**src/rtl/pfms_pkg.sv**
```systemverilog
`default_nettype none
// ----------------------------------------------------------------------------
// pfms_pkg
// shared types, character codes and size constants of the format size parser
// ----------------------------------------------------------------------------
package pfms_pkg;

  localparam int SUM_W     = 8;
  localparam int DIV_STEPS = SUM_W;
  localparam int CNT_W     = $clog2(DIV_STEPS);
  localparam int UID_W     = 4;
  localparam int ADDR_W    = 3;
  localparam int DATA_W    = 32;

  localparam logic [SUM_W-1:0] PDL_MAX     = SUM_W'(231);
  localparam logic [SUM_W:0]   ASCII_BYTES = (SUM_W+1)'(32);

  // register index, taken from paddr[2]
  localparam logic REG_UID_SIZE = 1'b0;

  localparam logic [7:0] CH_NUL   = 8'h00;
  localparam logic [7:0] CH_SPACE = 8'h20;
  localparam logic [7:0] CH_DOLLAR = 8'h24;
  localparam logic [7:0] CH_B_UP  = 8'h42;
  localparam logic [7:0] CH_B_LO  = 8'h62;
  localparam logic [7:0] CH_W_UP  = 8'h57;
  localparam logic [7:0] CH_W_LO  = 8'h77;
  localparam logic [7:0] CH_D_UP  = 8'h44;
  localparam logic [7:0] CH_D_LO  = 8'h64;
  localparam logic [7:0] CH_U_UP  = 8'h55;
  localparam logic [7:0] CH_U_LO  = 8'h75;
  localparam logic [7:0] CH_V_UP  = 8'h56;
  localparam logic [7:0] CH_V_LO  = 8'h76;
  localparam logic [7:0] CH_A_UP  = 8'h41;
  localparam logic [7:0] CH_A_LO  = 8'h61;
  localparam logic [7:0] CH_X_UP  = 8'h58;
  localparam logic [7:0] CH_X_LO  = 8'h78;

  typedef enum logic [2:0] {
    PH_SCAN,
    PH_HEX1,
    PH_HEX2,
    PH_AFTER,
    PH_WAIT
  } phase_t;

  typedef struct packed {
    logic busy;
    logic done;
  } div_stat_t;

  function automatic logic is_hex(input logic [7:0] c);
    return (c >= 8'h30 && c <= 8'h39) || (c >= 8'h41 && c <= 8'h46) ||
           (c >= 8'h61 && c <= 8'h66);
  endfunction

endpackage
`default_nettype wire

```
**src/rtl/pd_format_max_size_parser_top.sv**
```systemverilog
`default_nettype none
// ----------------------------------------------------------------------------
// pd_format_max_size_parser_top
// streams a parameter format string and reports its maximum data length
// ----------------------------------------------------------------------------
// usage:
//   in_ch carries one format character per word; a zero word ends the string
//   and produces exactly one out_max_size word. other words produce nothing.
//   characters are taken one per cycle while the result register is free
//   and the remainder unit is idle. a zero word's result is registered in the
//   cycle after acceptance, except for an unterminated string with a nonzero
//   sum outside a hex escape: the remainder unit then runs 231 mod sum one bit
//   per cycle, the input is stalled meanwhile, and 231 minus it is registered.
//   a stalled result is held in the output register; while it waits, the
//   input is stalled as well.
//   uid_size is written over the apb port at address 0 (reset value 6); the
//   user must write it only while the block is idle, which is not enforced.
//   reset (rst_n low, synchronous) clears the parse state, the output valid
//   and the remainder unit.
// ----------------------------------------------------------------------------
module pd_format_max_size_parser_top import pfms_pkg::*; (
  input  wire logic              clk,
  input  wire logic              rst_n,
  input  wire logic              in_valid,
  output logic                   in_stall,
  input  wire logic [7:0]        in_ch,
  output logic                   out_valid,
  input  wire logic              out_stall,
  output logic [7:0]             out_max_size,
  input  wire logic              cfg_psel,
  input  wire logic              cfg_penable,
  input  wire logic              cfg_pwrite,
  input  wire logic [ADDR_W-1:0] cfg_paddr,
  input  wire logic [DATA_W-1:0] cfg_pwdata,
  output logic [DATA_W-1:0]      cfg_prdata,
  output logic                   cfg_pready
);

  phase_t           phase_r, phase_nxt;
  logic [SUM_W-1:0] sum_r, sum_nxt;
  logic [SUM_W-1:0] dec_r, dec_nxt;
  logic [UID_W-1:0] uid_r;
  logic             oval_r, oval_nxt;
  logic [7:0]       out_r, out_nxt;
  logic             in_acc;
  logic             div_start;
  logic             res_ld;
  logic [7:0]       res_val;
  logic [SUM_W:0]   add_amt;
  logic [SUM_W:0]   sum_add;
  logic             ovf;
  logic             tok_add;
  logic             tok_end;
  div_stat_t        dstat;
  logic [SUM_W-1:0] drem;

  // configuration
  assign cfg_pready = 1'b1;
  assign cfg_prdata = (cfg_paddr[2] == REG_UID_SIZE) ?
                      {{(DATA_W-UID_W){1'b0}}, uid_r} : '0;

  always_ff @(posedge clk) begin
    if (!rst_n) begin
      uid_r <= UID_W'(6);
    end else if (cfg_psel && cfg_penable && cfg_pwrite && cfg_pready &&
                 cfg_paddr[2] == REG_UID_SIZE) begin
      uid_r <= cfg_pwdata[UID_W-1:0];
    end
  end

  // handshake
  assign in_stall = dstat.busy | dstat.done | (oval_r & out_stall);
  assign in_acc   = in_valid & ~in_stall;

  // token decode
  always_comb begin
    tok_add = 1'b0;
    tok_end = 1'b0;
    add_amt = (SUM_W+1)'(1);
    case (in_ch) inside
      CH_B_UP, CH_B_LO: begin
        tok_add = 1'b1;
      end
      CH_W_UP, CH_W_LO: begin
        tok_add = 1'b1;
        add_amt = (SUM_W+1)'(2);
      end
      CH_D_UP, CH_D_LO: begin
        tok_add = 1'b1;
        add_amt = (SUM_W+1)'(4);
      end
      CH_U_UP, CH_U_LO: begin
        tok_add = 1'b1;
        add_amt = {{(SUM_W+1-UID_W){1'b0}}, uid_r};
      end
      CH_V_UP, CH_V_LO: begin
        tok_add = 1'b1;
        tok_end = 1'b1;
        add_amt = {{(SUM_W+1-UID_W){1'b0}}, uid_r};
      end
      CH_A_UP, CH_A_LO: begin
        tok_add = 1'b1;
        tok_end = 1'b1;
        add_amt = ASCII_BYTES;
      end
      CH_DOLLAR: begin
        tok_add = 1'b1;
        tok_end = 1'b1;
        add_amt = '0;
      end
      default: begin
      end
    endcase
    // second hex digit always counts one byte
    if (phase_r == PH_HEX2) begin
      add_amt = (SUM_W+1)'(1);
    end
    sum_add = {1'b0, sum_r} + add_amt;
    ovf     = sum_add > {1'b0, PDL_MAX};
  end

  // parse state machine
  always_comb begin
    phase_nxt = phase_r;
    sum_nxt   = sum_r;
    dec_nxt   = dec_r;
    div_start = 1'b0;
    res_ld    = 1'b0;
    res_val   = '0;
    if (in_acc) begin
      if (in_ch == CH_NUL) begin
        phase_nxt = PH_SCAN;
        sum_nxt   = '0;
        dec_nxt   = '0;
        if (phase_r == PH_SCAN && sum_r != '0) begin
          div_start = 1'b1;
        end else begin
          res_ld = 1'b1;
          unique case (phase_r)
            PH_AFTER: res_val = sum_r;
            PH_WAIT:  res_val = dec_r;
            default:  res_val = '0;
          endcase
        end
      end else begin
        unique case (phase_r)
          PH_SCAN: begin
            if (in_ch == CH_SPACE) begin
              phase_nxt = PH_SCAN;
            end else if (in_ch == CH_X_UP || in_ch == CH_X_LO) begin
              phase_nxt = PH_HEX1;
            end else if (tok_add && !ovf) begin
              sum_nxt = sum_add[SUM_W-1:0];
              if (tok_end) begin
                phase_nxt = PH_AFTER;
              end
            end else begin
              dec_nxt   = '0;
              phase_nxt = PH_WAIT;
            end
          end
          PH_HEX1: begin
            if (is_hex(in_ch)) begin
              phase_nxt = PH_HEX2;
            end else begin
              dec_nxt   = '0;
              phase_nxt = PH_WAIT;
            end
          end
          PH_HEX2: begin
            if (is_hex(in_ch) && !ovf) begin
              sum_nxt   = sum_add[SUM_W-1:0];
              phase_nxt = PH_SCAN;
            end else begin
              dec_nxt   = '0;
              phase_nxt = PH_WAIT;
            end
          end
          PH_AFTER: begin
            dec_nxt   = (in_ch == CH_DOLLAR) ? sum_r : '0;
            phase_nxt = PH_WAIT;
          end
          PH_WAIT: begin
            phase_nxt = PH_WAIT;
          end
          default: begin
            phase_nxt = PH_WAIT;
          end
        endcase
      end
    end
  end

  always_ff @(posedge clk) begin
    if (!rst_n) begin
      phase_r <= PH_SCAN;
      sum_r   <= '0;
      dec_r   <= '0;
    end else begin
      phase_r <= phase_nxt;
      sum_r   <= sum_nxt;
      dec_r   <= dec_nxt;
    end
  end

  pfms_div u_div (
    .clk      (clk),
    .rst_n    (rst_n),
    .start    (div_start),
    .dividend (PDL_MAX),
    .divisor  (sum_r),
    .stat     (dstat),
    .rem      (drem)
  );

  // output register
  always_comb begin
    oval_nxt = oval_r;
    out_nxt  = out_r;
    if (oval_r && !out_stall) begin
      oval_nxt = 1'b0;
    end
    if (dstat.done) begin
      oval_nxt = 1'b1;
      out_nxt  = PDL_MAX - drem;
    end else if (res_ld) begin
      oval_nxt = 1'b1;
      out_nxt  = res_val;
    end
  end

  always_ff @(posedge clk) begin
    if (!rst_n) begin
      oval_r <= 1'b0;
    end else begin
      oval_r <= oval_nxt;
    end
  end

  always_ff @(posedge clk) begin
    out_r <= out_nxt;
  end

  assign out_valid    = oval_r;
  assign out_max_size = out_r;

`ifndef SYNTHESIS
  // remainder result never lands on a pending word
  a_done_free: assert property (@(posedge clk) disable iff (!rst_n)
    dstat.done |-> !oval_r)
    else $error("remainder done while output word pending");

  // no new character while the remainder unit runs
  a_busy_stall: assert property (@(posedge clk) disable iff (!rst_n)
    (dstat.busy || dstat.done) |-> in_stall)
    else $error("input accepted during remainder run");

  // string ending inside a hex escape reports zero
  a_hex_zero: assert property (@(posedge clk) disable iff (!rst_n)
    (in_acc && in_ch == CH_NUL && (phase_r == PH_HEX1 || phase_r == PH_HEX2))
    |=> (oval_r && out_r == '0))
    else $error("unfinished hex escape gave nonzero size");

  // sizes stay in range
  a_range: assert property (@(posedge clk) disable iff (!rst_n)
    oval_r |-> (out_r <= PDL_MAX))
    else $error("max size out of range");
`endif

endmodule
`default_nettype wire

```
**src/rtl/pfms_div.sv**
```systemverilog
`default_nettype none
// ----------------------------------------------------------------------------
// pfms_div
// restoring remainder unit, one quotient bit per cycle
// ----------------------------------------------------------------------------
module pfms_div import pfms_pkg::*; (
  input  wire logic             clk,
  input  wire logic             rst_n,
  input  wire logic             start,
  input  wire logic [SUM_W-1:0] dividend,
  input  wire logic [SUM_W-1:0] divisor,
  output div_stat_t             stat,
  output logic      [SUM_W-1:0] rem
);

  logic             busy_r, busy_nxt;
  logic             done_r, done_nxt;
  logic [CNT_W-1:0] cnt_r, cnt_nxt;
  logic [SUM_W-1:0] rem_r, rem_nxt;
  logic [SUM_W-1:0] dvd_r, dvd_nxt;
  logic [SUM_W-1:0] dvs_r, dvs_nxt;
  logic [SUM_W:0]   trial;
  logic [SUM_W:0]   diff;

  always_comb begin
    trial    = {rem_r, dvd_r[SUM_W-1]};
    diff     = trial - {1'b0, dvs_r};
    busy_nxt = busy_r;
    done_nxt = 1'b0;
    cnt_nxt  = cnt_r;
    rem_nxt  = rem_r;
    dvd_nxt  = dvd_r;
    dvs_nxt  = dvs_r;
    if (start) begin
      busy_nxt = 1'b1;
      cnt_nxt  = '0;
      rem_nxt  = '0;
      dvd_nxt  = dividend;
      dvs_nxt  = divisor;
    end else if (busy_r) begin
      rem_nxt = (trial >= {1'b0, dvs_r}) ? diff[SUM_W-1:0] : trial[SUM_W-1:0];
      dvd_nxt = {dvd_r[SUM_W-2:0], 1'b0};
      cnt_nxt = cnt_r + CNT_W'(1);
      if (cnt_r == CNT_W'(DIV_STEPS-1)) begin
        busy_nxt = 1'b0;
        done_nxt = 1'b1;
      end
    end
  end

  always_ff @(posedge clk) begin
    if (!rst_n) begin
      busy_r <= 1'b0;
      done_r <= 1'b0;
      cnt_r  <= '0;
    end else begin
      busy_r <= busy_nxt;
      done_r <= done_nxt;
      cnt_r  <= cnt_nxt;
    end
  end

  always_ff @(posedge clk) begin
    rem_r <= rem_nxt;
    dvd_r <= dvd_nxt;
    dvs_r <= dvs_nxt;
  end

  assign stat.busy = busy_r;
  assign stat.done = done_r;
  assign rem       = rem_r;

endmodule
`default_nettype wire

```
**config.mk**
```make
export PLATFORM = sky130hd
export DESIGN_NAME = pd_format_max_size_parser_top
export DESIGN_NICKNAME = d
export VERILOG_FILES = /design/src/rtl/pfms_pkg.sv /design/src/rtl/pd_format_max_size_parser_top.sv /design/src/rtl/pfms_div.sv
export SDC_FILE = /design/constraint.sdc
export NUM_CORES = 1
export LEC_CHECK = 0
export ABC_AREA = 1
export BUFFER_PORTS_ARGS = -buffer_cell sky130_fd_sc_hd__buf_4
export CORE_MARGIN = 3
export CORE_UTILIZATION = 56
export DETAILED_ROUTE_END_ITERATION = 10
export PLACE_DENSITY = 0.82
export SYNTH_ARGS = -nofsm -noshare
export SYNTH_HDL_FRONTEND = slang
export SYNTH_HIERARCHICAL = 1
export SYNTH_SLANG_ARGS = --single-unit
```
**constraint.sdc**
```tcl
create_clock -name clk -period 3.05 [get_ports clk]
set_input_delay 0.1525 -clock clk [delete_from_list [all_inputs] [get_ports clk]]
set_output_delay 0.1525 -clock clk [all_outputs]
set_load 0.03 [all_outputs]
```
==> results_dict.tcl <==
set metrics [dict create \
    p_total_uw 1957 \
    p_seq_share_pct 45.5 \
    postRouteAntennaNets 0 \
    synth_common_cells "nand2_1 (166), inv_1 (90), nor2_1 (72)" \
    cts_root_buf "clkbuf_8" \
    clock_latency_ns 0.35 \
    combPwrFrac_pct 17.2 \
    startpoint_type "flip-flop" \
    cpPeakStageDelay_ns 0.38 \
    hold-path-endpoint "uid_r[1]$_SDFFE_PN1P_" \
    initial_core_util_pct 58.81 \
    dpl_cell_area_um2 4760 \
    crit_type "flip-flop to flip-flop" \
    period_needed_ns 2.879 \
    yosys-top-cells-area "dfxtp_1 (17%), edfxtp_1 (17%), nand2_1 (14%), inv_1 (7.8%), nand3_1 (6.6%)" \
    r2r_start "phase_r[2]$_SDFFE_PN0P_" \
    ios 93 \
    syn_avg_cell_area_um2 6.935 \
    yosysMostFrequentCell "nand2_1" \
    num_rows 31 \
    synth_fa_ha_area_share_pct 5.543 \
    clock_skew_ns 0.01761 \
    clk_pin_slew_ns 0.08 \
    crit_chain "nor2_4 > inv_1 > nor2_4 > buf_4 > nor4_2 > ha_1 > or2_1 > nand3_2 > nand2_1 > nand2_1 > nand2_1 > nor2_1 > nand2_2 > nand3_2 > nand2_1 > nand2_2 > nand2_4 > a21oi_1 > nor2_1" \
    diodes 0 \
    synth_top_family_by_area "simple AND/OR/NAND/NOR gates" \
    fp.dieW_um 93.98 \
    yosysSeqAreaShare_pct 33.72 \
    holdCritStartpoint "cfg_pwdata[1]" \
    fmax_mhz 347.4 \
    finalSetupTns_ns 0 \
    dp_hpwl_mm 7.377 \
    netSwitchingPower_uw 596.8 \
    cts_tree "yes" \
    drt_wl_total_mm 9.857 \
    first_iter_violations 282 \
    dr.pass1.iters 5 \
    syn_inst 625 \
    cpLargestDelayFamily "simple AND/OR/NAND/NOR gates" \
    maxCapViolCount 0 \
    drc_errors 0 \
    pre_cts_ws_ns -0.1228 \
    multi_input_area_um2 2427 \
    grt_usage_pct 22.18 \
    dr_total_vias 4149 \
    synth_xor_area_share_pct 0.8083 \
    final_max_slew_viol_count 0 \
    grt_max_degree 25 \
    clock_path_buffers 2 \
    crit_arrival_ns 3.13 \
    power_frac_clock_pct 37.3 \
    cp-end-kind "flip-flop" \
    vdd_ir_drop_max_v 0.0002116 \
    synthFlopType "dfxtp_1" \
    synth-async-reset-ratio_pct 0 \
    grt_pass1_wl_mm 15.70 \
    max_slew_margin_pct 53.92 \
    synth_top_area_cell "dfxtp_1" \
    cts_sinks 61 \
    hold_viol 0 \
    cp_num_buf_inv 2 \
    whs_ns 0.02568 \
    antenna_found_initial 0 \
    period_share_pct 94.38 \
    layout.nets 759 \
    fillers 623 \
    intPower_uw 1360 \
    regArea_um2 1465 \
    cts_setup_buffers 0 \
    wl_per_cell_um 12.40 \
    final_area_um2 5022 \
    hold_buffers 0 \
    leakagePower_uw 0.002587 \
    status "completed" \
    ys_ff_latch 61 \
    grt_overflow 0 \
    cts-htree-levels 3 \
    yosys_warnings 6 \
    grt_pass1_vias 3724 \
    synth_compound_area_share_pct 7.419 \
    avgViaCountPerCell 5.219 \
    drive_above_1_share_pct 17.67 \
    dieArea_um2 8831 \
    timing.rr.end "sum_r[6]$_SDFFE_PN0P_" \
    synth_cell_types 44 \
    finalSetupViolations 0 \
    synth.area.mux_share_pct 0 \
    critPathMostFrequentCell "nand2_1" \
    worstMarginPinSlew_ns 0.6886 \
    numCtsBuffers 9 \
    critPathMaxFanout 7 \
    synth_top_area_share_pct 17.09 \
    rr_worst_depth 19 \
    p_sw_share_pct 30.50 \
    hold_depth 3 \
    cp_slowest_cell "dfxtp_1" \
    port_buffers 33 \
    cp.required_ns 3.30 \
    routabilityCongestion 0.9223 \
    fp.dieH_um 93.98 \
    rrSetupSlack_ns 0.17 \
    cts_resized 0 \
    area_delta_synth_final_pct 15.88 \
    powerDensity_nw_per_um2 389.6 \
    layout_setup_ws_ns 0.1713 \
    core-area_um2 7370 \
    syn_area_um2 4334 \
    synth-simple-area-share_pct 37.59 \
    synth_edf_count 24 \
    min_path_type "input pin to flip-flop" \
]
worst max path at each step:
stage | startpoint | endpoint | cells past startpoint
global route | phase_r[0]$_SDFFE_PN0P_ | sum_r[7]$_SDFFE_PN0P_ | 22
CTS | phase_r[0]$_SDFFE_PN0P_ | sum_r[7]$_SDFFE_PN0P_ | 21
floorplan | in_ch[3] | dec_r[7]$_SDFFE_PN0P_ | 25
finish | phase_r[2]$_SDFFE_PN0P_ | sum_r[6]$_SDFFE_PN0P_ | 19
global placement | in_ch[3] | sum_r[0]$_SDFFE_PN0P_ | 25
detailed placement | in_ch[4] | sum_r[3]$_SDFFE_PN0P_ | 25
state kept, by name, indices dropped and copies added (netlist names):
signal and flops:
dec_r 8, out_valid 1, uid_r 4, u_div/dvs_r 8
u_div/cnt_r 3, u_div/busy_r 1, u_div/rem 8, out_max_size 8
u_div/done_r 1, sum_r 8, phase_r 3, u_div/dvd_r 8
kinds of logic (layout without fill, tap and decap cells):
group                    Yosys count  count (layout)
XOR/XNOR                           4               4
flip-flops                        61              61
AO/OA/AOI/OAI                     56              56
buffers and inverters            134             169
AND/OR/NAND/NOR                  350             351
adder cells (fa/ha/maj)           18              18
other                              2              37
cells in the final DEF (no fill, tap or decap), types with 2 or more instances in the layout:
master	n
a21oi_1	18
a21oi_2	3
a31oi_1	2
and3_1	2
buf_12	2
buf_4	54
clkbuf_8	9
clkinv_2	2
conb_1	37
dfxtp_1	36
edfxtp_1	24
fa_1	2
ha_1	16
inv_1	89
inv_2	7
inv_6	2
nand2_1	165
nand2_2	8
nand2_4	5
nand3_1	56
nand3_2	4
nand3b_1	9
nand4_1	11
nor2_1	69
nor2_2	5
nor2_4	6
nor3_2	4
o211ai_1	2
o21ai_0	14
o21ai_1	3
o21ai_2	2
o22ai_1	8
xnor2_1	2
xor2_1	2
power by group through the flow:
stage               Clock [uW]  Combinational, uW  Sequential (uW)
floorplan                    0                256              900
global placement             0                308              907
detailed placement           0                316              907
CTS                        733                320              889
global route               759                372              893
finish                     730                336              890
per-layer routing:
layer / routed length (um) / global-route usage, %
met1: 3969 / 25.44
met2: 4837 / 39.74
met3: 807 / 4.327
met4: 242 / 9.627
met5: 0 / 0
worst reg2reg max path: cells and delay by family, from the launching register on:
kind,cells,cell delay [ns]
flip-flops,1,0.38
AND/OR/NAND/NOR,15,1.72
AO/OA/AOI/OAI,1,0.14
adder cells (fa/ha/maj),1,0.31
buffers and inverters,2,0.25
final cells by class:
type                            count  area share (%)
Tap cell                           99           2.466
Inverter                           97           7.250
Clock buffer                        9           2.466
Timing Repair Buffer               56           8.869
Multi-Input combinational cell    466           48.33
Sequential cell                    61           29.17
Clock inverter                      7           1.445
per-stage QoR:
step,std cells,util (%)
6_report,795,68.15
5_1_grt,795,68.15
4_1_cts,794,67.25
3_5_place_dp,778,64.58
3_3_place_gp,778,64.58
2_1_floorplan,660,-
(Power assumes the default switching activity.)
